### config.mk
export PLATFORM = sky130hd
export DESIGN_NAME = ptbv_div
export DESIGN_NICKNAME = d
export VERILOG_FILES = /design/src/ptbv_pkg.sv /design/src/ptbv_div.sv
export SDC_FILE = /design/constraint.sdc
export NUM_CORES = 1
export LEC_CHECK = 0
export BUFFER_PORTS_ARGS = -buffer_cell sky130_fd_sc_hd__buf_2
export CAP_MARGIN = 0
export CORE_MARGIN = 2
export CORE_UTILIZATION = 65
export DETAILED_ROUTE_END_ITERATION = 16
export GPL_TIMING_DRIVEN = 0
export HOLD_SLACK_MARGIN = 0.05
export PLACE_DENSITY = 0.95
export SETUP_SLACK_MARGIN = 0.02
export SYNTH_ARGS = -nofsm -noshare
export SYNTH_HDL_FRONTEND = slang
export SYNTH_SLANG_ARGS = --single-unit
### constraint.sdc
create_clock -name aclk -period 10.47 [get_ports aclk]
set_clock_uncertainty 0.2 [all_clocks]
set_input_delay 1.047 -clock aclk [delete_from_list [all_inputs] [get_ports aclk]]
set_output_delay 1.047 -clock aclk [all_outputs]
set_load 0.005 [all_outputs]
### src/ptbv_pkg.sv
package ptbv_pkg;

    localparam int POS_W  = 32;
    localparam int QUAT_W = 16;
    localparam int VEL_W  = 24;
    localparam int LIM_W  = 23;
    localparam int DP_W   = 33;
    localparam int MAG_W  = 32;
    localparam int NUM_W  = 62;
    localparam int WV_W   = 32;
    localparam int ROT_W  = 34;
    localparam int IG_W   = 31;

    localparam logic [29:0] NS_PER_S = 30'd1000000000;
    localparam logic [LIM_W-1:0] LIMIT_RESET = 23'd327680;

    localparam logic [1:0] STAT_OK     = 2'd0;
    localparam logic [1:0] STAT_FIRST  = 2'd1;
    localparam logic [1:0] STAT_BAD_DT = 2'd2;

    typedef enum logic [2:0] {
        ST_IDLE,
        ST_DIV,
        ST_CORDIC,
        ST_GAIN,
        ST_OUT
    } state_t;

    // Integer square root of the accumulated CORDIC gain squared in Q60.
    function automatic logic [63:0] gain_root(input int steps);
        logic [63:0] p;
        logic [63:0] v;
        logic [63:0] res;
        logic [63:0] bit_w;
        p = 64'd1 << 60;
        for (int i = 0; i < steps; i++) begin
            p = p + (p >> (2 * i));
        end
        v = p;
        res = '0;
        for (int k = 0; k < 32; k++) begin
            bit_w = 64'd1 << (62 - 2 * k);
            if (v >= res + bit_w) begin
                v = v - (res + bit_w);
                res = (res >> 1) + bit_w;
            end else begin
                res = res >> 1;
            end
        end
        return res;
    endfunction

endpackage

### src/ptbv_div.sv
module ptbv_div #(
    parameter int TIME_BITS = 48
) (
    input  logic                              aclk,
    input  logic                              aresetn,
    input  logic                              start,
    input  logic signed [ptbv_pkg::DP_W-1:0]  dp,
    input  logic        [TIME_BITS-1:0]       dt,
    output logic signed [ptbv_pkg::WV_W-1:0]  vel,
    output logic                              done
);

    localparam int MAG_W   = ptbv_pkg::MAG_W;
    localparam int NUM_W   = ptbv_pkg::NUM_W;
    localparam int CNT_END = MAG_W + NUM_W;
    localparam int CNT_W   = $clog2(CNT_END + 1);

    logic                   busy_reg;
    logic                   done_reg;
    logic [CNT_W-1:0]       cnt_reg;
    logic [MAG_W-1:0]       mag_reg;
    logic [NUM_W-1:0]       num_reg;
    logic [TIME_BITS-1:0]   rem_reg;
    logic [31:0]            q_reg;
    logic                   ovf_reg;
    logic                   neg_reg;

    logic                   mul_phase;
    logic [TIME_BITS:0]     rem_sh;
    logic [TIME_BITS:0]     rem_diff;
    logic                   ge;
    logic [TIME_BITS-1:0]   rem_next;
    logic signed [ptbv_pkg::DP_W-1:0] dp_abs;
    logic [31:0]            q_sat;
    logic                   sat;

    always_comb begin
        mul_phase = cnt_reg < CNT_W'(MAG_W);
        rem_sh    = {rem_reg, num_reg[NUM_W-1]};
        rem_diff  = rem_sh - {1'b0, dt};
        ge        = rem_sh >= {1'b0, dt};
        rem_next  = ge ? rem_diff[TIME_BITS-1:0] : rem_sh[TIME_BITS-1:0];
        dp_abs    = dp[ptbv_pkg::DP_W-1] ? -dp : dp;
        // Anything above 2^30 saturates, including quotient bits lost off the top.
        sat       = ovf_reg || (q_reg > 32'h4000_0000);
        q_sat     = sat ? 32'h4000_0000 : q_reg;
        vel       = neg_reg ? -$signed(q_sat) : $signed(q_sat);
        done      = done_reg;
    end

    always_ff @(posedge aclk) begin
        if (!aresetn) begin
            busy_reg <= 1'b0;
            done_reg <= 1'b0;
            cnt_reg  <= '0;
        end else begin
            done_reg <= 1'b0;
            if (start) begin
                busy_reg <= 1'b1;
                cnt_reg  <= '0;
            end else if (busy_reg) begin
                cnt_reg <= cnt_reg + 1'b1;
                if (cnt_reg == CNT_W'(CNT_END - 1)) begin
                    busy_reg <= 1'b0;
                    done_reg <= 1'b1;
                end
            end
        end
    end

    // First the magnitude times 1e9 one bit per cycle, then restoring division.
    always_ff @(posedge aclk) begin
        if (start) begin
            mag_reg <= dp_abs[MAG_W-1:0];
            num_reg <= '0;
            rem_reg <= '0;
            q_reg   <= '0;
            ovf_reg <= 1'b0;
            neg_reg <= dp[ptbv_pkg::DP_W-1];
        end else if (busy_reg) begin
            if (mul_phase) begin
                mag_reg <= mag_reg << 1;
                num_reg <= (num_reg << 1)
                         + (mag_reg[MAG_W-1] ? NUM_W'(ptbv_pkg::NS_PER_S) : '0);
            end else begin
                num_reg <= num_reg << 1;
                rem_reg <= rem_next;
                q_reg   <= {q_reg[30:0], ge};
                ovf_reg <= ovf_reg | q_reg[31];
            end
        end
    end

endmodule

======== Yosys cells after proc, flatten, opt, wreduce, memory -nomap -nowiden ========
Index checks and enable logic that the tools add are counted.
Widths: inputs -> output; s select.
storage, ports and cells
  input port bits ......................... 84
  bits in registers ....................... 185
  memory bits (read-only) ................. 0
  memories ................................ 0
  bits in latches ......................... 0
  word-level logic and storage cells ...... 42
  RAM bits ................................ 0
  output and inout port bits .............. 33
cells by class
  equal/unequal tests ..................... 1
  shift operators ......................... 0
  bitwise gates (word level) .............. 4
  multipliers ............................. 0
  divide/modulo/power cells ............... 0
  multiplexer cells ....................... 13
  $add $sub $neg .......................... 5
  order comparisons ....................... 3
  reduce and logical (&&, ||, !) cells .... 7
operators with widths
  kind                  number
  $mux 32               6
  $neg 32->32           2
  $add 62x30->62        1
  $mux 62               1
  $ge 49x48->1          1
  $mux 48               1
  $sub 48x48->48        1
  $gt 32x31->1 const B  1
  $mux 30               1
  $add 7x1->7 const B   1
  $eq 7x7->1 const B    1
  $lt 7x6->1 const B    1
  $mux 1                4
  $reduce_and 2->1      2
  $reduce_bool 2->1     2
  $not 1->1             3
  $reduce_or 3->1       1
  $reduce_or 2->1       1
  $logic_or 1x1->1      1
  $or 1x1->1            1

======== Longest topological paths before layout ========
  depth after elaboration ................. 5
  depth in mapped cells ................... 14
  depth with buffers taken out ............ 12

======== Least setup slack after synthesis ========
Ideal clock, no wire load.
  kind .................................... flip-flop to output port
  start ................................... reg q_reg[19]
  end ..................................... out vel[4] in the netlist's numbering
  path slack .............................. 5.563 ns
  arrival time ............................ 3.660 ns
  buffers on the path ..................... 2
  data required time ...................... 9.223 ns
  cell stages (with the launch flop) ...... 14
  path through ............................ dfxtp_1 > buf_6 > or4_1 > or3_1 > or3_1 > or3_4 > a211oi_2 > clkbuf_1 > nand2_1 > ha_1 > nor2b_1 > a21boi_0 > nor2_1 > a311oi_1
between the ends
  longest elaborated chain between the ends .. 5
RTL lines
  what                      RTL line        text
  start: declaration        ptbv_div.sv:24  logic [31:0] q_reg;
  start signal: assignment  ptbv_div.sv:88  q_reg <= {q_reg[30:0], ge};
  $gt 32x31->1 (*)          ptbv_div.sv:45  sat = ovf_reg || (q_reg > 32'h4000_0000);
  $logic_or 1x1->1 (*)      ptbv_div.sv:45
  $mux 32 (*)               ptbv_div.sv:46  q_sat = sat ? 32'h4000_0000 : q_reg;
  $neg 32->32               ptbv_div.sv:47  vel = neg_reg ? -$signed(q_sat) : $signed(q_sat);
  $mux 32 (*)               ptbv_div.sv:47
  end: declaration          ptbv_div.sv:9   output logic signed [ptbv_pkg::WV_W-1:0] vel,
Every way passes the cells marked *; elsewhere a longest branch is shown, timed or not.

======== Worst setup path in the final report ========
  start ................................... reg q_reg[4]
  end ..................................... out vel[22] in the netlist's numbering
between the ends
  longest elaborated chain between the ends .. 5
RTL lines
  what              RTL line
  $gt 32x31->1      ptbv_div.sv:45
  $logic_or 1x1->1  ptbv_div.sv:45
  $mux 32 (*)       ptbv_div.sv:46
  $neg 32->32       ptbv_div.sv:47
  $mux 32 (*)       ptbv_div.sv:47
Marks and branches as above.

==> flow_summary.json <==
{
  "status": "complete, no violations",
  "root_buffer": "clkbuf_16",
  "synth_edf_count": 33,
  "vdd_drop_max_mv": 0.128,
  "postLayoutCoreUtil_pct": 74.3,
  "rsz0062_at_grt": "false",
  "regArea_um2": 3850,
  "worstMarginPinSlew_ps": 981,
  "cts_sinks": 176,
  "drtIter0Drc": 1554,
  "crit_top_cell": "clkbuf_1",
  "dieHeight_um": 143,
  "die_w_um": 143,
  "async_reset_ff_share_pct": 0,
  "clk_pin_slew_ps": 70,
  "drc": 0,
  "max-slew-margin-rel_pct": 34.3,
  "endpoint_kind": "output pin",
  "num_vias": 13189,
  "start_kind": "flip-flop",
  "setup_viol": 0,
  "report.final.hold_viol_count": 0,
  "nets": 1937,
  "yosysTopAreaCell": "dfxtp_1",
  "grt.total_usage_pct": 35.2,
  "multi_input_area_um2": 8000,
  "layout-drive-gt1-share_pct": 9.22,
  "core_um2": 18800,
  "postCtsSetupBuffers": 0,
  "num_rows": 50,
  "cts_buffers": 17,
  "first_global_vias": 12252,
  "timing.setup.tns_ps": 0,
  "ys_seq_area_share_pct": 30.9,
  "antennaDiodeCount": 0,
  "worstPathArrival_ps": 5010,
  "critPathMaxFanout": 10,
  "cts_resized": 0,
  "holdPathStages": 2,
  "antenna_found_initial": 0,
  "wl_mm": 36.3,
  "fmax_ghz": 0.160,
  "dieArea_um2": 20300,
  "start_util_pct": 66.5,
  "synth_warnings": 0,
  "grt_first_pass_wirelength_mm": 58.2,
  "cts_tree": "built",
  "viasPerCell": 6.48,
  "wl_per_cell_um": 17.9,
  "fill_cells": 1372,
  "cts_max_level": 4,
  "ys_ff_latch": 176,
  "clockBufferDepth": 2,
  "synth_top_flop_cell": "dfxtp_1",
  "postRouteAntennaNets": 0,
  "firstDrtPassIters": 6,
  "holdWs_ps": 276,
  "maxSlewViolCount": 0,
  "gp_congestion": 0.965,
  "cpMaxStageDelayCell": "or4_1",
  "hpwl_mm": 25.8,
  "ys_top_cells_by_area": "dfxtp_1, edfxtp_1, a21oi_1",
  "synthesis.area_um2": 12500,
  "clk_latency_ps": 440,
  "critical_path_class": "reg -> out",
  "p_leak_uw": 0.00574,
  "yosysTopAreaCellShare_pct": 22.9,
  "hold_class": "reg -> reg",
  "area_growth_pct": 11.8,
  "synth.avg_cell_area_um2": 7.55,
  "drv_cap": 0,
  "cp_slowest_stage_delay_ps": 620,
  "crit_chain": "or4_1 -> nor4_2 -> nand3_1 -> or3_4 -> a211oi_2 -> clkbuf_1 -> nand2_1 -> ha_1 -> nor2b_1 -> nor2_1 -> clkbuf_1 -> a311oi_1 -> buf_2",
  "io_pins": 117,
  "power_density_nw_per_um2": 117,
  "largest_reg_flops": 53,
  "io_buffers": 116,
  "grt_max_degree": 33,
  "synth_fp_nets": 1802,
  "worstPathRequired_ps": 9220,
  "worstRegToRegCells": 12,
  "period_needed_ps": 6260,
  "cts_hold_buf": 0,
  "ys_types": 67,
  "overflow": 0,
  "netlist_instances": 1652,
  "finalCritPeriodShare_pct": 59.7
}
[worst max-delay path: cells and delay by family, from the launching register on]
family / cells / cell delay, ps
adder cells (fa/ha/maj): 1 / 290
buffers and inverters: 3 / 870
AND/OR/NAND/NOR: 7 / 2220
flip-flops: 1 / 390
AO/OA/AOI/OAI: 2 / 790
[power breakdown]
part	leakage, µW	switching, µW	total (µW)	internal, µW
clock	0.000290	309	649	339
combinational	0.00396	142	230	88.5
sequential	0.00149	27.6	753	726
total	0.00574	479	1630	1150
[cells in the mapped netlist, types with 3 or more instances]
master	n
nand2_1	205
nor2_1	186
a21oi_1	184
dfxtp_1	143
o21ai_0	89
clkbuf_1	88
xor2_1	85
inv_1	69
ha_1	65
a211oi_1	62
nand3_1	44
xnor2_1	35
edfxtp_1	33
nor3_1	32
nand4_1	28
and3_1	27
or3_1	26
a21o_1	24
a311oi_1	22
mux2i_1	20
o31ai_1	16
a31oi_1	12
o21bai_1	12
o211ai_1	11
nor2b_1	10
nor4_1	10
o21a_1	9
and2_1	8
or2_2	8
a21boi_0	6
buf_1	6
nand2b_1	6
o22ai_1	6
or4_1	6
nand3b_1	5
and4_1	4
o2111a_1	4
a211o_1	3
a221oi_1	3
nor3b_1	3
o311ai_0	3
o31a_1	3
o41ai_1	3
[cells in the final DEF (no fill, tap or decap), types with 16 or more instances in the layout]
| master | count |
|---|---|
| ha_1 | 65 |
| dfxtp_1 | 143 |
| nor3_1 | 32 |
| clkbuf_1 | 88 |
| a211oi_1 | 62 |
| a21o_1 | 24 |
| nand4_1 | 28 |
| nand3_1 | 44 |
| a311oi_1 | 22 |
| mux2i_1 | 20 |
| xor2_1 | 85 |
| nor2_1 | 186 |
| nand2_1 | 205 |
| edfxtp_1 | 33 |
| or3_1 | 26 |
| o21ai_0 | 88 |
| xnor2_1 | 35 |
| inv_1 | 69 |
| and3_1 | 27 |
| a21oi_1 | 184 |
| clkbuf_16 | 17 |
| o31ai_1 | 16 |
| buf_2 | 117 |
[metal layers]
metal  track usage, %  wire (µm)
met1             44.7      14600
met2             57.4      16700
met3             5.69       3330
met4             18.9       1650
met5                0          0
[path summary, 6_finish.rpt]
kind / start / endpoint / slack [ps]
max reg2reg: rem_reg[25]$_SDFFE_PP0P_ / rem_reg[22]$_SDFFE_PP0P_ / 5780
min reg2reg: num_reg[9]$_SDFFE_PP0P_ / num_reg[9]$_SDFFE_PP0P_ / 280
min: num_reg[9]$_SDFFE_PP0P_ / num_reg[9]$_SDFFE_PP0P_ / 280
max: q_reg[4]$_SDFFE_PP0P_ / vel[22] / 4210
[stage by stage]
step / power, µW / instance area (µm²) / std cells / setup slack (ps)
after floorplan: 918 / 12500 / 1652 / 5560
after global routing: 1690 / 13900 / 2034 / 3990
after CTS: 1630 / 13900 / 2034 / 4300
final: 1630 / 13900 / 2034 / 4210
after detailed placement: 986 / 13400 / 2002 / 4790
after global placement: 977 / 13300 / 2002 / 4940
[logic make-up after synthesis]
| logic type | share of synthesized area [%] |
|---|---|
| flops | 30.9 |
| mux | 1.79 |
| fa+ha+maj | 6.68 |
| xor+xnor | 8.43 |
| compound gates | 24.7 |
| simple gates | 22.4 |
| buf+inv | 5.10 |
[layout make-up]
| cell class | instances | area share, % |
|---|---|---|
| multi-input cells | 1310 | 57.3 |
| inverters | 69 | 1.86 |
| flip-flops and latches | 176 | 27.6 |
| well taps | 234 | 2.10 |
| clock buffers | 17 | 3.05 |
| plain buffers | 97 | 2.70 |
| repair buffers | 116 | 4.16 |
| clock inverters | 15 | 1.18 |
Power figures use the tool's default switching activity.
