===== src/ptbv_pkg.sv =====
package ptbv_pkg;

    localparam int POS_W  = 32;
    localparam int QUAT_W = 16;
    localparam int VEL_W  = 24;
    localparam int LIM_W  = 23;
    localparam int DP_W   = 33;
    localparam int MAG_W  = 32;
    localparam int NUM_W  = 62;
    localparam int WV_W   = 32;
    localparam int ROT_W  = 34;
    localparam int IG_W   = 31;

    localparam logic [29:0] NS_PER_S = 30'd1000000000;
    localparam logic [LIM_W-1:0] LIMIT_RESET = 23'd327680;

    localparam logic [1:0] STAT_OK     = 2'd0;
    localparam logic [1:0] STAT_FIRST  = 2'd1;
    localparam logic [1:0] STAT_BAD_DT = 2'd2;

    typedef enum logic [2:0] {
        ST_IDLE,
        ST_DIV,
        ST_CORDIC,
        ST_GAIN,
        ST_OUT
    } state_t;

    // Integer square root of the accumulated CORDIC gain squared in Q60.
    function automatic logic [63:0] gain_root(input int steps);
        logic [63:0] p;
        logic [63:0] v;
        logic [63:0] res;
        logic [63:0] bit_w;
        p = 64'd1 << 60;
        for (int i = 0; i < steps; i++) begin
            p = p + (p >> (2 * i));
        end
        v = p;
        res = '0;
        for (int k = 0; k < 32; k++) begin
            bit_w = 64'd1 << (62 - 2 * k);
            if (v >= res + bit_w) begin
                v = v - (res + bit_w);
                res = (res >> 1) + bit_w;
            end else begin
                res = res >> 1;
            end
        end
        return res;
    endfunction

endpackage


===== src/ptbv_cordic.sv =====
module ptbv_cordic #(
    parameter int STEPS = 16
) (
    input  logic                                aclk,
    input  logic                                aresetn,
    input  logic                                start,
    input  logic signed [ptbv_pkg::QUAT_W-1:0]  quat_x,
    input  logic signed [ptbv_pkg::QUAT_W-1:0]  quat_y,
    input  logic signed [ptbv_pkg::QUAT_W-1:0]  quat_z,
    input  logic signed [ptbv_pkg::QUAT_W-1:0]  quat_w,
    input  logic signed [ptbv_pkg::WV_W-1:0]    vx_in,
    input  logic signed [ptbv_pkg::WV_W-1:0]    vy_in,
    output logic signed [ptbv_pkg::ROT_W-1:0]   vx_out,
    output logic signed [ptbv_pkg::ROT_W-1:0]   vy_out,
    output logic                                done
);

    localparam int RW      = ptbv_pkg::ROT_W;
    localparam int QW      = ptbv_pkg::QUAT_W;
    localparam int PRE     = 8;
    localparam int CNT_END = PRE + STEPS;
    localparam int CNT_W   = $clog2(CNT_END + 1);
    localparam int SH_W    = $clog2(STEPS);

    logic                     busy_reg;
    logic                     done_reg;
    logic [CNT_W-1:0]         cnt_reg;
    logic signed [2*QW-1:0]   prod_reg;
    logic signed [RW-1:0]     c_reg;
    logic signed [RW-1:0]     s_reg;
    logic signed [RW-1:0]     x_reg;
    logic signed [RW-1:0]     y_reg;

    logic signed [QW-1:0]     op_a;
    logic signed [QW-1:0]     op_b;
    logic [CNT_W-1:0]         step_full;
    logic [SH_W-1:0]          sh;
    logic signed [RW-1:0]     c_sh;
    logic signed [RW-1:0]     s_sh;
    logic signed [RW-1:0]     x_sh;
    logic signed [RW-1:0]     y_sh;
    logic signed [RW-1:0]     prod_ext;
    logic signed [RW-1:0]     s_dbl;

    always_comb begin
        case (cnt_reg)
            CNT_W'(0): begin op_a = quat_w; op_b = quat_w; end
            CNT_W'(1): begin op_a = quat_x; op_b = quat_x; end
            CNT_W'(2): begin op_a = quat_y; op_b = quat_y; end
            CNT_W'(3): begin op_a = quat_z; op_b = quat_z; end
            CNT_W'(4): begin op_a = quat_w; op_b = quat_z; end
            CNT_W'(5): begin op_a = quat_x; op_b = quat_y; end
            default:   begin op_a = '0;     op_b = '0;     end
        endcase
        step_full = cnt_reg - CNT_W'(PRE);
        sh        = step_full[SH_W-1:0];
        c_sh      = c_reg >>> sh;
        s_sh      = s_reg >>> sh;
        x_sh      = x_reg >>> sh;
        y_sh      = y_reg >>> sh;
        prod_ext  = RW'(prod_reg);
        s_dbl     = s_reg <<< 1;
        vx_out    = x_reg;
        vy_out    = y_reg;
        done      = done_reg;
    end

    always_ff @(posedge aclk) begin
        if (!aresetn) begin
            busy_reg <= 1'b0;
            done_reg <= 1'b0;
            cnt_reg  <= '0;
        end else begin
            done_reg <= 1'b0;
            if (start) begin
                busy_reg <= 1'b1;
                cnt_reg  <= '0;
            end else if (busy_reg) begin
                cnt_reg <= cnt_reg + 1'b1;
                if (cnt_reg == CNT_W'(CNT_END - 1)) begin
                    busy_reg <= 1'b0;
                    done_reg <= 1'b1;
                end
            end
        end
    end

    // One product per cycle builds the yaw vector, each accumulated in the cycle after.
    always_ff @(posedge aclk) begin
        prod_reg <= op_a * op_b;
        if (start) begin
            c_reg <= '0;
            s_reg <= '0;
            x_reg <= RW'(vx_in);
            y_reg <= RW'(vy_in);
        end else if (busy_reg) begin
            if (cnt_reg == CNT_W'(1) || cnt_reg == CNT_W'(2)) begin
                c_reg <= c_reg + prod_ext;
            end else if (cnt_reg == CNT_W'(3) || cnt_reg == CNT_W'(4)) begin
                c_reg <= c_reg - prod_ext;
            end else if (cnt_reg == CNT_W'(5) || cnt_reg == CNT_W'(6)) begin
                s_reg <= s_reg + prod_ext;
            end else if (cnt_reg == CNT_W'(7)) begin
                // A yaw vector in the left half plane is turned by 180 degrees first.
                if (c_reg < 0) begin
                    c_reg <= -c_reg;
                    s_reg <= -s_dbl;
                    x_reg <= -x_reg;
                    y_reg <= -y_reg;
                end else begin
                    s_reg <= s_dbl;
                end
            end else if (cnt_reg >= CNT_W'(PRE)) begin
                if (s_reg >= 0) begin
                    c_reg <= c_reg + s_sh;
                    s_reg <= s_reg - c_sh;
                    x_reg <= x_reg + y_sh;
                    y_reg <= y_reg - x_sh;
                end else begin
                    c_reg <= c_reg - s_sh;
                    s_reg <= s_reg + c_sh;
                    x_reg <= x_reg - y_sh;
                    y_reg <= y_reg + x_sh;
                end
            end
        end
    end

endmodule


===== config.mk =====
export PLATFORM = sky130hd
export DESIGN_NAME = ptbv_cordic
export DESIGN_NICKNAME = d
export VERILOG_FILES = /design/src/ptbv_pkg.sv /design/src/ptbv_cordic.sv
export SDC_FILE = /design/constraint.sdc
export NUM_CORES = 2
export LEC_CHECK = 0
export BUFFER_PORTS_ARGS = -buffer_cell sky130_fd_sc_hd__buf_2
export CAP_MARGIN = 20
export CORE_MARGIN = 2
export CORE_UTILIZATION = 59
export CTS_BUF_LIST = sky130_fd_sc_hd__clkbuf_16
export DETAILED_ROUTE_END_ITERATION = 10
export PLACE_DENSITY = 0.86
export SLEW_MARGIN = 30
export SYNTH_ARGS = -nofsm -noshare
export SYNTH_HDL_FRONTEND = slang
export SYNTH_SLANG_ARGS = --single-unit

===== constraint.sdc =====
create_clock -name aclk -period 9.86 [get_ports aclk]
set_clock_uncertainty 0.05 [all_clocks]
set_input_delay 0.493 -clock aclk [delete_from_list [all_inputs] [get_ports aclk]]
set_output_delay 0.493 -clock aclk [all_outputs]
set_load 0.02 [all_outputs]

Yosys cells after proc, flatten, opt, wreduce, memory -nomap -nowiden
Index checks and enable logic that the tools add are counted.

word-level totals
  bits in registers = 175
  input port bits = 131
  output and inout port bits = 69
  word-level logic and storage cells = 104

cells by class
  add/sub/neg operators = 17
  multipliers = 1
  order comparisons = 3
  eq/ne operators = 14
  shifts and indexed selects = 4
  mux-type cells = 36
  bitwise gates (word level) = 4
  reduce and logical (&&, ||, !) cells = 17

operators by type and width
  operator             number
  $mux 34              30
  $add 34x34->34       4
  $neg 34->34          4
  $sshr 34x4->34       4
  $sub 34x34->34       4
  $pmux 16 s4          2
  $add 34x32->34       2
  $ge 34x1->1 const B  1
  $lt 34x1->1 const B  1
  $sub 34x32->34       1
  $mul 16x16->32       1
  $eq 5x3->1 const B   4
  $eq 5x2->1 const B   2
  $reduce_or 2->1      5
  $reduce_and 4->1     2
  $ne 2x2->1 const B   3
  $reduce_and 6->1     1
  $reduce_bool 3->1    2
  $add 5x1->5 const B  1
  $eq 5x1->1 const B   1
  $eq 5x5->1 const B   1
  $ge 5x4->1 const B   1
  $logic_not 5->1      1
  $mux 1               4
  other kinds (9)      14

Logic depth before layout (Yosys ltp)
  depth in word-level cells = 11
  mapped depth = 40
  mapped depth without buffers = 31

Worst setup path after synthesis
OpenSTA, ideal clock, no wires.

  kind = register -> register
  from = register cnt_reg[0]
  to = register prod_reg[28]
  setup time = 0.072 ns
  data arrival time = 9.349 ns
  data required time = 9.738 ns
  path slack = 0.388 ns
  stages on the path, launching flop included = 39
  buffers on the path = 9
  clock period less this slack = 9.472 ns
  cells stage by stage = dfxtp_1 -> buf_6 -> clkinv_1 -> buf_1 -> clkbuf_1 -> buf_1 -> buf_1 -> clkbuf_1 -> ha_1 -> and2_1 -> clkbuf_1 -> clkbuf_1 -> a22oi_1 -> o21ai_0 -> clkbuf_1 -> nand2_1 -> fa_1 -> inv_1 -> (+3 left out) -> inv_1 -> fa_1 -> fa_1 -> inv_1 -> fa_1 -> inv_1 -> ha_1 -> and3_1 -> and2_1 -> a31oi_1 -> o21ai_0 -> o211ai_1 -> a21oi_1 -> o21a_1 -> o41a_1 -> a41oi_1 -> nor2b_1 -> xnor2_1

between the ends
  cells in the longest elaborated chain, start to end = 4
  elaborated cells between the ends (all ways) = 13
  classes of those cells = mul: 1; eq/ne: 5; mux: 2; reduce/logical: 5

RTL lines
  element                             line               text
  start, declared                     ptbv_cordic.sv:27  logic [CNT_W-1:0] cnt_reg;
  start signal, assigned              ptbv_cordic.sv:79  cnt_reg <= cnt_reg + 1'b1;
  $eq 5x1->1 (tied with other cells)  ptbv_cordic.sv:46  case (cnt_reg)
  $reduce_or 2->1 (no line)           n/a
  $pmux 16 s4                         ptbv_cordic.sv:46
  $mul 16x16->32 *                    ptbv_cordic.sv:90  prod_reg <= op_a * op_b;
  end signal, assigned                ptbv_cordic.sv:90
  end, declared                       ptbv_cordic.sv:28  logic signed [2*QW-1:0] prod_reg;

Mark *: on every way between the ends. The rest lies on a longest branch, timed or not.
A chain may end at the register's enable or synchronous reset.

Final worst setup path
  from = register cnt_reg[1]
  to = register prod_reg[28]

Same word-level chain as after synthesis.

==> reports/results.env <==
OUTCOME='completed'
DESIGN.DIE.AREA_SQ_UM=74200
TRITONCTS='yes'
SYN_AVG_CELL_AREA_SQ_UM=7.91
DRIVE_ABOVE_1_SHARE_PCT=11.8
WORSTHOLDPATHCELLS=2
FLOORPLAN.IO_PINS=200
SYNTH_WARNINGS=0
TYPE_OF_THE_MOST_CRITICAL_HOLD_PATH='in2reg'
SYNTH_AREA_SQ_UM=42500
RR_WORST_DEPTH=28
COUNT_OF_FLIP_FLOPS_WITH_A_BUILT_IN_ENABLE_AFTER_SYNTHESIS=68
WORSTSKEWPAIRLATENCY_PS=520
P_LEAK_uW=0.0193
PORTBUFFERS=199
CRITICAL_PATH_PEAK_FANOUT=16
CP_DATA_ARRIVAL_TIME_PS=9290
ROUTED_WL_MM=140
REPLACE_CONGESTION=0.992
FIN_NETS=6030
FINAL.PERIOD_UTILIZATION_PCT=90.2
SYNTH.YOSYS.SEQ_AREA_SHARE_PCT=9.84
CTS.REPAIR.RESIZED=0
GRT_START_MAX_NET_PINS=179
CELL_VARIETY_AFTER_SYNTH=105
ANTENNA_CELLS_INSERTED=0
CTS.SINKS=175
VIA_COUNT_OF_THE_FIRST_GLOBAL_ROUTING_PASS=39500
RSZ_0062_RAISED_AFTER_GLOBAL_ROUTING='false'
AVGROUTEDWIREPERCELL_UM=22.4
WORST_HOLD_PATH.ENDPOINT='vx_out[3]'
CRITICAL_PATH.REG2REG.STARTPOINT='cnt_reg[1]'
AVGVIACOUNTPERCELL=6.70
IR_DROP_uV=785
CTS_HTREE_LEVELS=4
MAIN_COMBINATIONAL_CELL_FAMILY_BY_AREA_AFTER_SYNTHESIS='adder cells'
YOSYS.AREA_SHARE.SIMPLE_PCT=18.1
WIRE_LENGTH_OF_THE_FIRST_GLOBAL_ROUTING_PASS_MM=218
TIGHTEST_SLEW_PS=927
CTS-ROOT-BUF='clkbuf_16'
FLOORPLAN.INITIALDENSITY_PCT=59.6
DETAIL-ROUTE-ANTENNA-NETS=0
DRT_DRC_VIOLATIONS_LEFT=0
HPWLAFTERDP_MM=107
SYN_INST=5372
YOSYS.AREA_SHARE.ADDER_PCT=22.2
SETUP.WORST_PATH.CLASS='reg2reg'
GRTUSAGETOTAL_PCT=36.9
DRT_PRE_ANTENNA_ITERS=7
ROW_COUNT=98
MAX_CLOCK_FREQ_GHz=0.112
DRT_ITER0_MARKERS=5652
SYNTHXORXNORAREAFRAC_PCT=8.65
FILLER_CELLS_INSERTED=6291
WORST_PATH_MOST_REPEATED_CELL='fa_1'
CORE_SQ_UM=71400
LARGEST_AREA_CONTRIBUTOR_IN_THE_NETLIST='fa_1'
AREA_GROWTH_SYN_TO_LAYOUT_PCT=4.46
CTS_HOLD_REPAIR.BUFFERS=0
FINISH.UTILIZATION_PCT=62.2
SYNTH-MAIN-FF-CELL='dfxtp_1'
SYNTH.AREA.TOP_CELLS='fa_1 13%, ha_1 9.6%, mux4_2 7.7%'
DIE_H_UM=272
CRITPATHMAXSTAGEDELAY_PS=630
FINAL_MAX_SLEW_VIOL_COUNT=0
WORST_HOLD_STARTPOINT='vx_in[3]'
FINALCRITICALPERIOD_PS=8900
SETUP_VIOL=0
SYNTH_FP_NETS=6097
ANTENNA_FOUND_INITIAL=3
FINISH.CELL_COUNT_WITHOUT_FILLERS=6268
TIMING.MAX_CAP.VIOLATIONS=0
CLK_PIN_SLEW_WORST_PATHS_PS=90
REL_SLEW_SLACK_PCT=38.2
POWER_DENSITY_nW_PER_UM2=345
CTS-ROOT-TO-SINK-BUFFERS=2
PLACEDCELLCOUNT=6235
SETUP-TNS-FINAL_PS=0
CTS_BUFFER_COUNT=17
YOSYS_REGISTER_BITS=175
WORSTSETUPSTARTPOINTTYPE='register'
POST-CTS-SETUP-BUFFER-COUNT=0
SETUP.REG_TO_REG.WORST_SLACK_PS=960
DETAILED_ROUTE_VIA_COUNT=42000
CRITICAL-PATH-SLOWEST-CELL='and2_1'
TIMING.CRITICAL_PATH.REQUIRED_PS=10250
POSTSYNTH.ASYNCRESETSHARE_PCT=0
FP.DIEW_UM=272
GR-TOTAL-OVERFLOW=0
SYNTH-COMPOUND-AREA-SHARE_PCT=21.6
SYNTH.AREA.MUX_SHARE_PCT=12.3
REGTOREGENDPOINT='prod_reg[28]'
SYNTH_LARGEST_TYPE_AREA_FRACTION_PCT=12.7
NUMBER_OF_HOLD_VIOLATIONS_IN_THE_FINAL_REPORT=0
CRITICAL_PATH_SINK_TYPE='register'
-- worst max-delay path: cells and delay by family, from the launching register on --
family / cells / cell delay [ps]
fa+ha+maj: 8 / 3630
flops: 1 / 420
compound gates: 9 / 2410
simple gates: 5 / 1330
buf+inv: 5 / 840
xor+xnor: 1 / 130
-- per-stage QoR --
step | power (uW) | setup slack, ps | hold slack, ps | instance area [sq um]
global placement | 13800 | 1240 | 565 | 43700
CTS | 15100 | 1070 | 164 | 44400
floorplan | 11100 | 388 | 409 | 42500
finish | 15300 | 963 | 185 | 44400
detailed placement | 14300 | 1090 | 576 | 43700
global route | 16800 | 569 | 188 | 44400
-- worst max-delay path by stage --
stage / startpoint / end / slack [ps] / cells past startpoint
2_1_floorplan: cnt_reg[0] / prod_reg[28] / 390 / 38
3_3_place_gp: cnt_reg[1] / prod_reg[28] / 1240 / 28
5_1_grt: cnt_reg[1] / prod_reg[28] / 570 / 28
4_1_cts: cnt_reg[1] / prod_reg[28] / 1070 / 28
6_report: cnt_reg[1] / prod_reg[28] / 960 / 28
3_5_place_dp: cnt_reg[1] / prod_reg[28] / 1090 / 28
-- where the power goes --
part	internal (uW)	switching [uW]	leakage [uW]	total (uW)
combinational	5580	7220	0.0174	12800
sequential	1140	611	0.00154	1760
clock	364	395	0.000291	759
-- cell usage in the layout, fill, tap and decap left out, types with 23 or more instances in the layout --
cell / count
inv_1: 424
or3_1: 57
xnor2_1: 250
nand3_1: 85
mux2_2: 81
mux4_2: 145
o21ai_0: 326
dfxtp_1: 101
nand2b_1: 67
a31oi_1: 49
buf_4: 51
o211ai_1: 40
or4_1: 23
a211oi_1: 81
nor3_1: 97
xor2_1: 170
or2_2: 35
and3_1: 43
a221oi_1: 25
a21o_1: 100
ha_1: 325
nor2b_1: 50
buf_2: 198
o31ai_1: 52
fa_1: 269
a21oi_1: 397
a22oi_1: 33
o21bai_1: 36
nor2_1: 522
o22ai_1: 28
mux2i_1: 90
edfxtp_1: 68
nand2_1: 535
nor4_1: 23
o21a_1: 54
-- metal layers --
layer / global-route usage, % / vias to the layer above / part of all wire (%)
li1: - / 19000 / -
met1: 47.9 / 19800 / 38
met2: 56.8 / 2696 / 44
met3: 7.69 / 510 / 12
met4: 22.1 / 6 / 6.7
met5: 0 / - / 0.053
-- final cells by class --
| cell class | instances | area (sq um) | share of cell area (%) |
|---|---|---|---|
| clock inverter | 15 | 188 | 0.423 |
| tap | 950 | 1190 | 2.68 |
| clock buffer | 17 | 425 | 0.958 |
| sequential | 175 | 4200 | 9.47 |
| timing repair buffer | 254 | 1470 | 3.32 |
| multi-input combinational | 4427 | 35300 | 79.5 |
| inverter | 430 | 1620 | 3.64 |
-- cell usage after synthesis, types with 13 or more instances --
cell type,n
or4_1,23
a221oi_1,26
xor2_1,170
mux2_2,81
or3_1,58
o31ai_1,52
o21ai_0,327
a211oi_1,81
nor3_1,100
o211ai_1,40
a31o_2,13
ha_1,325
nand2_1,537
nand4_1,19
a311oi_1,13
a221o_1,16
o221ai_1,22
a22oi_1,33
dfxtp_1,107
buf_2,40
nand3_1,85
fa_1,269
or2_2,35
and2_1,22
a31oi_1,50
nor2_1,525
o21bai_1,36
nor2b_1,51
buf_1,41
nand2b_1,67
mux2i_1,90
clkbuf_1,232
o21a_1,54
and3_1,43
buf_6,14
a21o_1,100
edfxtp_1,68
mux4_2,145
xnor2_1,250
inv_1,426
a21oi_1,397
nor4_1,23
o22ai_1,28
o41ai_1,18
-- logic make-up (layout without fill, tap and decap cells) --
group | after synthesis | count (layout)
AND/OR/NAND/NOR | 1655 | 1655
AO/OA/AOI/OAI | 1434 | 1434
buffers and inverters | 770 | 716
adder cells (fa/ha/maj) | 594 | 594
XOR/XNOR | 420 | 420
multiplexers | 324 | 324
flip-flops | 175 | 175
(Power assumes the default switching activity.)
