===== config.mk =====
export PLATFORM = sky130hd
export DESIGN_NAME = ptbv_gain
export DESIGN_NICKNAME = d
export VERILOG_FILES = /design/src/ptbv_pkg.sv /design/src/ptbv_gain.sv
export SDC_FILE = /design/constraint.sdc
export NUM_CORES = 1
export LEC_CHECK = 0
export BUFFER_PORTS_ARGS = -buffer_cell sky130_fd_sc_hd__buf_2
export CORE_ASPECT_RATIO = 1.75
export CORE_MARGIN = 5
export CORE_UTILIZATION = 25
export DETAILED_ROUTE_END_ITERATION = 6
export PLACE_DENSITY = 0.5
export SLEW_MARGIN = 25
export SYNTH_ARGS = -nofsm -noshare
export SYNTH_HDL_FRONTEND = slang
export SYNTH_SLANG_ARGS = --single-unit

===== constraint.sdc =====
create_clock -name aclk -period 5.6 [get_ports aclk]
set_input_delay 0.56 -clock aclk [delete_from_list [all_inputs] [get_ports aclk]]
set_output_delay 0.56 -clock aclk [all_outputs]
set_load 0.03 [all_outputs]

===== src/ptbv_pkg.sv =====
package ptbv_pkg;

    localparam int POS_W  = 32;
    localparam int QUAT_W = 16;
    localparam int VEL_W  = 24;
    localparam int LIM_W  = 23;
    localparam int DP_W   = 33;
    localparam int MAG_W  = 32;
    localparam int NUM_W  = 62;
    localparam int WV_W   = 32;
    localparam int ROT_W  = 34;
    localparam int IG_W   = 31;

    localparam logic [29:0] NS_PER_S = 30'd1000000000;
    localparam logic [LIM_W-1:0] LIMIT_RESET = 23'd327680;

    localparam logic [1:0] STAT_OK     = 2'd0;
    localparam logic [1:0] STAT_FIRST  = 2'd1;
    localparam logic [1:0] STAT_BAD_DT = 2'd2;

    typedef enum logic [2:0] {
        ST_IDLE,
        ST_DIV,
        ST_CORDIC,
        ST_GAIN,
        ST_OUT
    } state_t;

    // Integer square root of the accumulated CORDIC gain squared in Q60.
    function automatic logic [63:0] gain_root(input int steps);
        logic [63:0] p;
        logic [63:0] v;
        logic [63:0] res;
        logic [63:0] bit_w;
        p = 64'd1 << 60;
        for (int i = 0; i < steps; i++) begin
            p = p + (p >> (2 * i));
        end
        v = p;
        res = '0;
        for (int k = 0; k < 32; k++) begin
            bit_w = 64'd1 << (62 - 2 * k);
            if (v >= res + bit_w) begin
                v = v - (res + bit_w);
                res = (res >> 1) + bit_w;
            end else begin
                res = res >> 1;
            end
        end
        return res;
    endfunction

endpackage


===== src/ptbv_gain.sv =====
module ptbv_gain #(
    parameter int STEPS = 16
) (
    input  logic                               aclk,
    input  logic                               aresetn,
    input  logic                               start,
    input  logic signed [ptbv_pkg::ROT_W-1:0]  v,
    input  logic        [ptbv_pkg::LIM_W-1:0]  limit,
    output logic signed [ptbv_pkg::VEL_W-1:0]  vel,
    output logic                               done
);

    localparam int RW      = ptbv_pkg::ROT_W;
    localparam int IG_W    = ptbv_pkg::IG_W;
    localparam int ACC_W   = RW + IG_W + 1;
    localparam int R_W     = ACC_W - 30;
    localparam int CNT_END = IG_W + 1;
    localparam int CNT_W   = $clog2(CNT_END + 1);
    localparam logic [63:0] IG_FULL = (64'd1 << 60) / ptbv_pkg::gain_root(STEPS);

    logic                     busy_reg;
    logic                     done_reg;
    logic [CNT_W-1:0]         cnt_reg;
    logic [IG_W-1:0]          ig_sh_reg;
    logic signed [RW-1:0]     v_reg;
    logic signed [ACC_W-1:0]  acc_reg;
    logic signed [ptbv_pkg::VEL_W-1:0] vel_reg;

    logic signed [ACC_W-1:0]  r_full;
    logic signed [R_W-1:0]    r;
    logic signed [R_W-1:0]    lim;
    logic                     over;

    always_comb begin
        r_full = acc_reg + (ACC_W'(1) <<< 29);
        r      = $signed(r_full[ACC_W-1:30]);
        lim    = $signed(R_W'(limit));
        over   = (r > lim) || (r < -lim);
        vel    = vel_reg;
        done   = done_reg;
    end

    always_ff @(posedge aclk) begin
        if (!aresetn) begin
            busy_reg <= 1'b0;
            done_reg <= 1'b0;
            cnt_reg  <= '0;
        end else begin
            done_reg <= 1'b0;
            if (start) begin
                busy_reg <= 1'b1;
                cnt_reg  <= '0;
            end else if (busy_reg) begin
                cnt_reg <= cnt_reg + 1'b1;
                if (cnt_reg == CNT_W'(CNT_END - 1)) begin
                    busy_reg <= 1'b0;
                    done_reg <= 1'b1;
                end
            end
        end
    end

    // Shift-and-add over the inverse gain, most significant bit first,
    // then round half up at bit 30 and apply the limit.
    always_ff @(posedge aclk) begin
        if (start) begin
            ig_sh_reg <= IG_FULL[IG_W-1:0];
            v_reg     <= v;
            acc_reg   <= '0;
        end else if (busy_reg) begin
            if (cnt_reg < CNT_W'(IG_W)) begin
                ig_sh_reg <= ig_sh_reg << 1;
                acc_reg   <= (acc_reg <<< 1)
                           + (ig_sh_reg[IG_W-1] ? ACC_W'(v_reg) : '0);
            end else begin
                vel_reg <= over ? '0 : r[ptbv_pkg::VEL_W-1:0];
            end
        end
    end

endmodule


======== Word-level counts from Yosys, hierarchy flattened ========
Cells that the tools add are included.
word-level totals
  bits in registers ....................... 162
  output and inout bits ................... 25
  word-level logic and storage cells ...... 29
cells by class
  add/subtract/negate cells ............... 4
  $lt $le $gt $ge ......................... 3
  equal/unequal tests ..................... 1
  mux-type cells .......................... 5
  bitwise operators ....................... 4
  reductions and logical operators ........ 5
operators with widths
  kind                                                                          count
  66-bit by 31-bit adder with 66-bit output, second input constant              1
  66-bit adder                                                                  1
  66-bit 2-to-1 mux                                                             1
  36-bit by 24-bit > comparator with 1-bit output                               1
  36-bit less-than comparator                                                   1
  23-bit negation with 36-bit output                                            1
  6-bit by 1-bit adder with 6-bit output, second input constant                 1
  6-bit by 5-bit == test with 1-bit output, second input constant               1
  6-bit by 5-bit less-than comparator with 1-bit output, second input constant  1
  1-bit 2-to-1 mux                                                              4
  1-bit inverter                                                                4
  3-bit AND reduction                                                           1
  3-bit OR reduction                                                            1
  2-bit AND reduction                                                           1
  2-bit OR reduction                                                            1
  1-bit logical OR                                                              1

======== Logic depth before layout (Yosys ltp) ========
Gate-level depths: netlist of run 1.
  word-level depth ........................ 4
  gate-level depth with buffers ........... 18
  gate-level depth less buffers ........... 17

======== Worst setup path after synthesis of run 1 ========
Ideal clock, no wire load.
  path type ............................... input-to-reg
  from .................................... input limit[7] (netlist bit)
  to ...................................... register vel_reg, in the netlist vel[20] (data pin)
  arrival time ............................ 3.851 ns
  required time ........................... 5.331 ns
  setup slack ............................. 1.480 ns
  cell stages on the path ................. 18
  path buffers ............................ 2
  cells stage by stage .................... or4_4 -> nor4_2 -> nand2_1 -> or3_1 -> clkbuf_1 -> nor3_1 -> ha_1 -> a21o_1 -> a21oi_1 -> nor2b_1 -> o21ai_0 -> a21oi_1 -> nor4b_1 -> and3_1 -> nand3_1 -> o2111ai_2 -> buf_6 -> nor2_2
on the way
  longest elaborated chain between the ends .. 3
ends and longest elaborated chain
  what                                line             text
  start, declared                     ptbv_gain.sv:8   input logic [ptbv_pkg::LIM_W-1:0] limit,
  23-bit negation with 36-bit output  ptbv_gain.sv:38  over = (r > lim) || (r < -lim);
  36-bit less-than comparator         ptbv_gain.sv:38
  1-bit logical OR (*)                ptbv_gain.sv:38
  end signal, assigned                ptbv_gain.sv:76  vel_reg <= over ? '0 : r[ptbv_pkg::VEL_W-1:0];
  end, declared                       ptbv_gain.sv:27  logic signed [ptbv_pkg::VEL_W-1:0] vel_reg;
Every way passes the cells marked *; elsewhere a longest branch is shown, timed or not.
A chain may end at the register's enable or synchronous reset.

======== Worst setup path in the final report of run 1 ========
  from .................................... register acc_reg[30]
  to ...................................... register vel_reg, in the netlist vel[2] (data pin)
on the way
  longest elaborated chain between the ends .. 3
ends and longest elaborated chain
  what                                                                                            line             text
  start, declared                                                                                 ptbv_gain.sv:26  logic signed [ACC_W-1:0] acc_reg;
  start signal, assigned                                                                          ptbv_gain.sv:73  acc_reg <= (acc_reg <<< 1)
  66-bit by 31-bit adder with 66-bit output (*)                                                   ptbv_gain.sv:35  r_full = acc_reg + (ACC_W'(1) <<< 29);
  net r_full[49]                                                                                  ptbv_gain.sv:29  logic signed [ACC_W-1:0] r_full;
  36-bit by 24-bit > comparator with 1-bit output or 36-bit less-than comparator (tied branches)  ptbv_gain.sv:38
  1-bit logical OR (*)                                                                            ptbv_gain.sv:38
Mark *: on every way through the listed nets, which the timed path passes. The rest lies on a longest branch.

==> flow_summary.toml, run 1 <==
[outcome]
outcome = "finished, final reports clean"

[synthesis]
ys_seq_elements = 162
synth_cell_area_sq_um = 12190
synth_cells = 1478
synth-seq-area-share_pct = 31.36
synth_fp_nets = 1662
netlist-cell-type-count = 82
yosys_warnings = 0
synth_edf_count = 58
commonest_register_cell_after_synthesis = "sky130_fd_sc_hd__dfxtp_1"
synth_async_sr_flop_share_pct = 0
syn_area_per_cell_sq_um = 8.249

[setup_path]
cp.required_ns = 5.79
setup.worst_path.class = "reg2reg"
timing.critical_path.to_type = "flip-flop"
worstPathCellList = "ha_1 > nand4_1 > nor2_1 > nand2_1 > nor2_1 > xor2_1 > ha_1 > nand4_1 > nor4_1 > o21a_1 > a2111oi_0 > maj3_1 > o211ai_1 > nand2_1 > o2111ai_2 > buf_4 > nor2b_2"
cp.arrival_ns = 4.70
cp_slowest_cell = "sky130_fd_sc_hd__nor4_1"
critical_path_cell_count = 17
cp_top_family = "simple AND/OR/NAND/NOR gates"
count_of_buffer_and_inverter_cells_on_the_critical_path = 1
timing.critical_path.from_type = "flip-flop"
timing.critical_path.fanout_max = 18
timing.critical_path.slowest_cell_delay_ns = 0.45
r2r.worst_path.cells = 17

[sta]
clock_skew_ns = 0.009715
final_max_slew_viol_count = 0
layout_worst_path_cycle_share_pct = 80.46
total_neg_setup_slack_ns = 0
timing.final.hold_violations = 0
worst_slew_pin_slew_ns = 0.9347
timing.max_slew.rel_slack_pct = 37.68
finalSetupViolations = 0
rsz0062_at_grt = "no"
clock.fmax_mhz = 221.9
final.min_clock_period_ns = 4.506

[die]
placement_rows = 107
design.die.area_sq_um = 53460
die_w_um = 176.9
design.portCount = 85
die_h_um = 302.1
floorplan.initialDensity_pct = 25.16
core_sq_um = 48460

[worst_hold_path]
min_path_type = "in2reg"
whs_path_depth = 1

[power]
ir_worst_vdd_mv = 0.1461
p_leak_nw = 5.769
report.power.total_mw = 3.058
p_per_area_nw_per_um2 = 220.3

[final_layout]
final_core_utilization_pct = 28.64
insertedDiodeCount = 0
n_fill_cell = 5266
largest_register_ffs = 66
final_nets = 1707
area_growth_syn_to_layout_pct = 13.87
drive_above_1_share_pct = 11.72

[drt]
antenna_left = 0
vias = 10720
route.detailed.drc = 0
routedWlPerCell_um = 15.67
drt-vias-per-instance = 4.895
drt_wl_total_um = 34310
number_of_design_rule_violations_left_by_the_first_detailed_router_iteration = 526
drtPass1Iterations = 5

[global_route]
first_global_vias = 10780
grtUsageTotal_pct = 12.77
overflow = 0
grt_first_pass_wirelength_um = 55320
number_of_antenna_violations_at_the_first_check_in_global_routing = 1
grt_max_degree = 82

[clocking]
cts-root-to-sink-buffers = 2
clkTransAtPathRegs_ns = 0.07
tritoncts = "built"
worst_skew_pair.late_latency_ns = 0.45
root_buffer = "sky130_fd_sc_hd__clkbuf_16"
post_cts.repair.setup_buffers = 0
cts_inserted_buffers = 17
cts_max_level = 4
hold_buffers = 0
cts_resized = 0
tritoncts_num_sinks = 162

[place]
gp_congestion = 0.8554
detailed_place_hpwl_um = 26550
port_buffers = 84

[flow_run]
timing.max_cap.violations = 0
per-stage QoR:
step	setup slack (ns)	cell area (sq um)	hold WS, ns	cells
floorplan	1.480	12190	0.4227	1478
global placement	0.9061	13250	0.4319	2158
detailed placement	0.8704	13250	0.4331	2158
CTS	1.056	13880	0.2481	2190
global route	0.8040	13880	0.2567	2190
finish	1.094	13880	0.2801	2190
worst paths after layout:
check / start / endpoint / slack [ns]
setup / recovery: acc_reg[30]$_SDFFE_PP0P_ / vel[2]$_SDFFCE_PP0P_ / 1.09
hold reg to reg: ig_sh_reg[1]$_SDFFE_PP1P_ / ig_sh_reg[1]$_SDFFE_PP1P_ / 0.44
setup reg to reg: acc_reg[30]$_SDFFE_PP0P_ / vel[2]$_SDFFCE_PP0P_ / 1.09
hold / removal: v[1] / v_reg[1]$_DFFE_PP_ / 0.28
cells in the final DEF (no fill, tap or decap), drive strengths merged, types with 12 or more instances in the layout:
| cell type | n |
|---|---|
| nand2 | 232 |
| nor4 | 16 |
| nor2 | 73 |
| buf | 97 |
| o21a | 12 |
| o21bai | 12 |
| and3 | 12 |
| xor2 | 34 |
| a21o | 45 |
| clkbuf | 20 |
| nand4 | 42 |
| nand3 | 59 |
| inv | 56 |
| ha | 123 |
| or3 | 12 |
| nor3 | 29 |
| edfxtp | 58 |
| xnor2 | 76 |
| a21oi | 151 |
| o21ai | 65 |
| and2 | 40 |
| nor2b | 29 |
| dfxtp | 104 |
synth_stat cells, types with 3 or more instances:
library cell	instances	area share (%)
sky130_fd_sc_hd__a21boi_0	5	0.31
sky130_fd_sc_hd__dfxtp_1	104	17
sky130_fd_sc_hd__nor2b_2	17	1.2
sky130_fd_sc_hd__o211ai_1	10	0.62
sky130_fd_sc_hd__nor4b_1	3	0.22
sky130_fd_sc_hd__nand2_1	231	7.1
sky130_fd_sc_hd__nand3_1	58	2.4
sky130_fd_sc_hd__and4_1	8	0.57
sky130_fd_sc_hd__o2111ai_1	3	0.22
sky130_fd_sc_hd__and2_1	40	2.1
sky130_fd_sc_hd__inv_1	47	1.4
sky130_fd_sc_hd__a2111oi_0	5	0.36
sky130_fd_sc_hd__nor2_1	70	2.2
sky130_fd_sc_hd__nand4_1	41	2.1
sky130_fd_sc_hd__nand2b_1	9	0.46
sky130_fd_sc_hd__and2b_2	4	0.29
sky130_fd_sc_hd__nor2b_1	12	0.62
sky130_fd_sc_hd__o31ai_1	7	0.43
sky130_fd_sc_hd__or2_2	4	0.21
sky130_fd_sc_hd__xor2_1	34	2.4
sky130_fd_sc_hd__ha_1	123	13
sky130_fd_sc_hd__nor4_2	3	0.31
sky130_fd_sc_hd__buf_2	8	0.33
sky130_fd_sc_hd__a21oi_1	151	6.2
sky130_fd_sc_hd__o21bai_1	12	0.74
sky130_fd_sc_hd__xnor2_1	76	5.5
sky130_fd_sc_hd__a41oi_1	5	0.36
sky130_fd_sc_hd__o21a_1	12	0.74
sky130_fd_sc_hd__or3_1	12	0.62
sky130_fd_sc_hd__and3_1	11	0.56
sky130_fd_sc_hd__a211o_1	4	0.29
sky130_fd_sc_hd__o21ai_1	5	0.21
sky130_fd_sc_hd__nor3b_1	9	0.55
sky130_fd_sc_hd__a31oi_1	9	0.46
sky130_fd_sc_hd__nor2_2	3	0.15
sky130_fd_sc_hd__o21ai_0	60	2.5
sky130_fd_sc_hd__buf_1	4	0.12
sky130_fd_sc_hd__a21o_1	45	2.8
sky130_fd_sc_hd__nor3_1	29	1.2
sky130_fd_sc_hd__nor4_1	11	0.56
sky130_fd_sc_hd__a211oi_1	9	0.55
sky130_fd_sc_hd__clkbuf_1	57	1.8
sky130_fd_sc_hd__edfxtp_1	58	14
layout make-up:
cell class / instances / area, sq um / area share [%]
Clock inverter: 12 / 155.1 / 1.118
Inverter: 47 / 176.4 / 1.271
Tap cell: 654 / 818.3 / 5.895
Multi-Input combinational cell: 1198 / 7909 / 56.97
Timing Repair Buffer: 97 / 520.5 / 3.749
Clock buffer: 20 / 479.2 / 3.452
Sequential cell: 162 / 3824 / 27.54
cells by family after synthesis:
kind of cell               share of synthesized area (%)
DFF                                                31.36
adders and majority gates                          12.87
xor gates and xnor gates                           7.902
and+or+nand+nor                                    24.89
buffers and inverters                              3.838
muxes                                             0.1642
AOI/OAI and AO/OA                                  18.98
report_power, final:
part | total [mW] | internal, mW | leakage [nW] | switching, mW
clock | 1.28 | 0.730 | 0.314 | 0.548
sequential | 1.32 | 1.28 | 1.42 | 0.0429
combinational | 0.462 | 0.170 | 4.03 | 0.293
total | 3.06 | 2.17 | 5.77 | 0.884
routing by layer:
| layer | part of all wire (%) | global-route usage, % | wire length, um | vias up |
|---|---|---|---|---|
| met1 | 40 | 13.66 | 13630 | 5011 |
| met4 | 3.3 | 5.660 | 1135 | 0 |
| met5 | 0 | 0 | 0 | - |
| li1 | - | - | - | 5423 |
| met3 | 3.0 | 1.638 | 1034 | 62 |
| met2 | 54 | 24.64 | 18510 | 224 |
No activity file was read; power rests on OpenSTA's default activity.
==> run 2: changes to the inputs <==
==> constraint.sdc (replaced) <==
create_clock -name aclk -period 4.6 [get_ports aclk]
set_input_delay 0.46 -clock aclk [delete_from_list [all_inputs] [get_ports aclk]]
set_output_delay 0.46 -clock aclk [all_outputs]
set_load 0.03 [all_outputs]
==> run 2 against run 1 <==
Net effect: clock skew grew 0.0025 ns; via count grew 0.23%; final area grew 0.99%; critical endpoint is now vel[3]$_SDFFCE_PP0P_.
==> flow_summary.toml, run 2 (same netlist as run 1, synthesis figures left out) <==
[drt]
route.layer.met1.wl_um = 13930
antenna_left = 0
routedWlPerCell_um = 15.69
vias = 10750
drt_wl_total_um = 34640
route.detailed.drc = 0
drtPass1Iterations = 5
met2_routed_wl_um = 18540
drt-vias-per-instance = 4.869
number_of_design_rule_violations_left_by_the_first_detailed_router_iteration = 481
top_layer = "met4"
detailroute.wirelength.met3_um = 949

[die]
design.portCount = 85
die_h_um = 302.1
design.die.area_sq_um = 53460
core_sq_um = 48460
floorplan.initialDensity_pct = 25.16
placement_rows = 107
die_w_um = 176.9

[sta]
layout_worst_path_cycle_share_pct = 94.00
finalSetupViolations = 0
timing.max_slew.rel_slack_pct = 38.25
clock.fmax_mhz = 231.3
worst_slew_pin_slew_ns = 0.9228
clock_skew_ns = 0.01218
final.min_clock_period_ns = 4.324
total_neg_setup_slack_ns = 0
timing.final.hold_violations = 0
final_max_slew_viol_count = 0

[worst_hold_path]
timing.hold.worst.start = "v[20]"
min_path_type = "in2reg"

[setup_path]
critical_path.startpoint = "acc_reg[30]$_SDFFE_PP0P_"
count_of_buffer_and_inverter_cells_on_the_critical_path = 1
reg2reg_from = "acc_reg[30]$_SDFFE_PP0P_"
cp_top_family = "simple AND/OR/NAND/NOR gates"
timing.critical_path.slowest_cell_delay_ns = 0.45
regToRegSetupSlack_ns = 0.28
timing.critical_path.to_type = "flip-flop"
setup.worst_path.class = "reg2reg"
timing.critical_path.from_type = "flip-flop"
worstPathCellList = "ha_1 > nand4_1 > nor2_4 > nand2_1 > nor2_1 > xor2_1 > ha_1 > nand4_1 > nor4_2 > o21a_1 > a2111oi_2 > maj3_1 > o211ai_1 > nand2_1 > o2111ai_2 > buf_12 > nor2b_2"
cp.arrival_ns = 4.53
cp.required_ns = 4.81
timing.critical_path.fanout_max = 18
cp_slowest_cell = "sky130_fd_sc_hd__dfxtp_1"

[clocking]
hold_buffers = 0
tritoncts = "built"
cts_max_level = 4
clkTransAtPathRegs_ns = 0.07
cts-root-to-sink-buffers = 2
root_buffer = "sky130_fd_sc_hd__clkbuf_16"
tritoncts_num_sinks = 162
cts_inserted_buffers = 17
worst_skew_pair.late_latency_ns = 0.46

[power]
p_per_area_nw_per_um2 = 261.8
p_leak_nw = 5.853
ir_worst_vdd_mv = 0.1934

[final_layout]
mostFrequentLayoutCell = "sky130_fd_sc_hd__nand2_1"
largest_register_ffs = 66
final_nets = 1724
drive_above_1_share_pct = 12.94
insertedDiodeCount = 0
mostFrequentLayoutCells = "sky130_fd_sc_hd__nand2_1, sky130_fd_sc_hd__a21oi_1, sky130_fd_sc_hd__ha_1"
final_area_sq_um = 14020
area_growth_syn_to_layout_pct = 14.99

[global_route]
overflow = 0
grtUsageTotal_pct = 13.04
grt_max_degree = 66
number_of_antenna_violations_at_the_first_check_in_global_routing = 1
grt_first_pass_wirelength_um = 56260
first_global_vias = 10900

[place]
gp_congestion = 0.8816
placed_cell_area_sq_um = 13390
port_buffers = 84
detailed_place_hpwl_um = 26830

[flow_run]
timing.max_cap.violations = 0

[outcome]
outcome = "finished, final reports clean"
run 2: power by group:
| part | leakage [nW] | internal [mW] | total (mW) | switching [mW] |
|---|---|---|---|---|
| clock | 0.303 | 0.800 | 1.49 | 0.694 |
| combinational | 4.13 | 0.218 | 0.577 | 0.359 |
| sequential | 1.42 | 1.55 | 1.60 | 0.0476 |
| total | 5.85 | 2.57 | 3.67 | 1.10 |
run 2: worst register-to-register path: cells and delay by family, from the launching register on:
family	cells	cell delay, ns
AOI/OAI and AO/OA	4	0.62
and+or+nand+nor	8	1.64
DFF	1	0.45
buffers and inverters	1	0.23
adders and majority gates	3	0.81
xor gates and xnor gates	1	0.32
run 2: cell type report:
class	instances	area, sq um
clock buffer	20	489.2
clock inverter	12	122.6
fill	5286	34440
inverter	47	176.4
multi-input combinational	1198	7929
sequential	162	3824
tap	654	818.3
timing repair buffer	114	660.6
run 2: worst paths after layout:
kind / endpoint / cells after the start
setup / recovery: vel[3]$_SDFFCE_PP0P_ / 17
hold reg to reg: ig_sh_reg[1]$_SDFFE_PP1P_ / 2
hold / removal: v_reg[20]$_DFFE_PP_ / 1
setup reg to reg: vel[3]$_SDFFCE_PP0P_ / 17
run 2: layer usage:
metal / global-route usage (%) / vias up
li1: - / 5454
met1: 14.13 / 5035
met2: 24.95 / 193
met3: 1.875 / 63
met4: 5.513 / 0
met5: 0 / -
run 2: metrics by stage:
stage / hold slack, ns / power [mW] / setup slack (ns) / utilization, % / instances
3_5_place_dp: 0.4398 / 2.212 / 0.01516 / 27.62 / 2175
4_1_cts: 0.1446 / 3.728 / 0.04724 / 28.89 / 2207
5_1_grt: 0.1433 / 3.861 / -0.01086 / 28.93 / 2207
2_1_floorplan: 0.4227 / 2.038 / 0.5803 / - / 1478
3_3_place_gp: 0.4303 / 2.204 / 0.1125 / 27.62 / 2175
6_report: 0.1731 / 3.671 / 0.2758 / 28.93 / 2207
run 2: what timing repair did:
item	4_1_cts	5_1_grt
resized for setup	1	4
hold endpoints to repair	0	0
buffers inserted	0	0
setup endpoints to repair	18	23
pin swaps	0	1
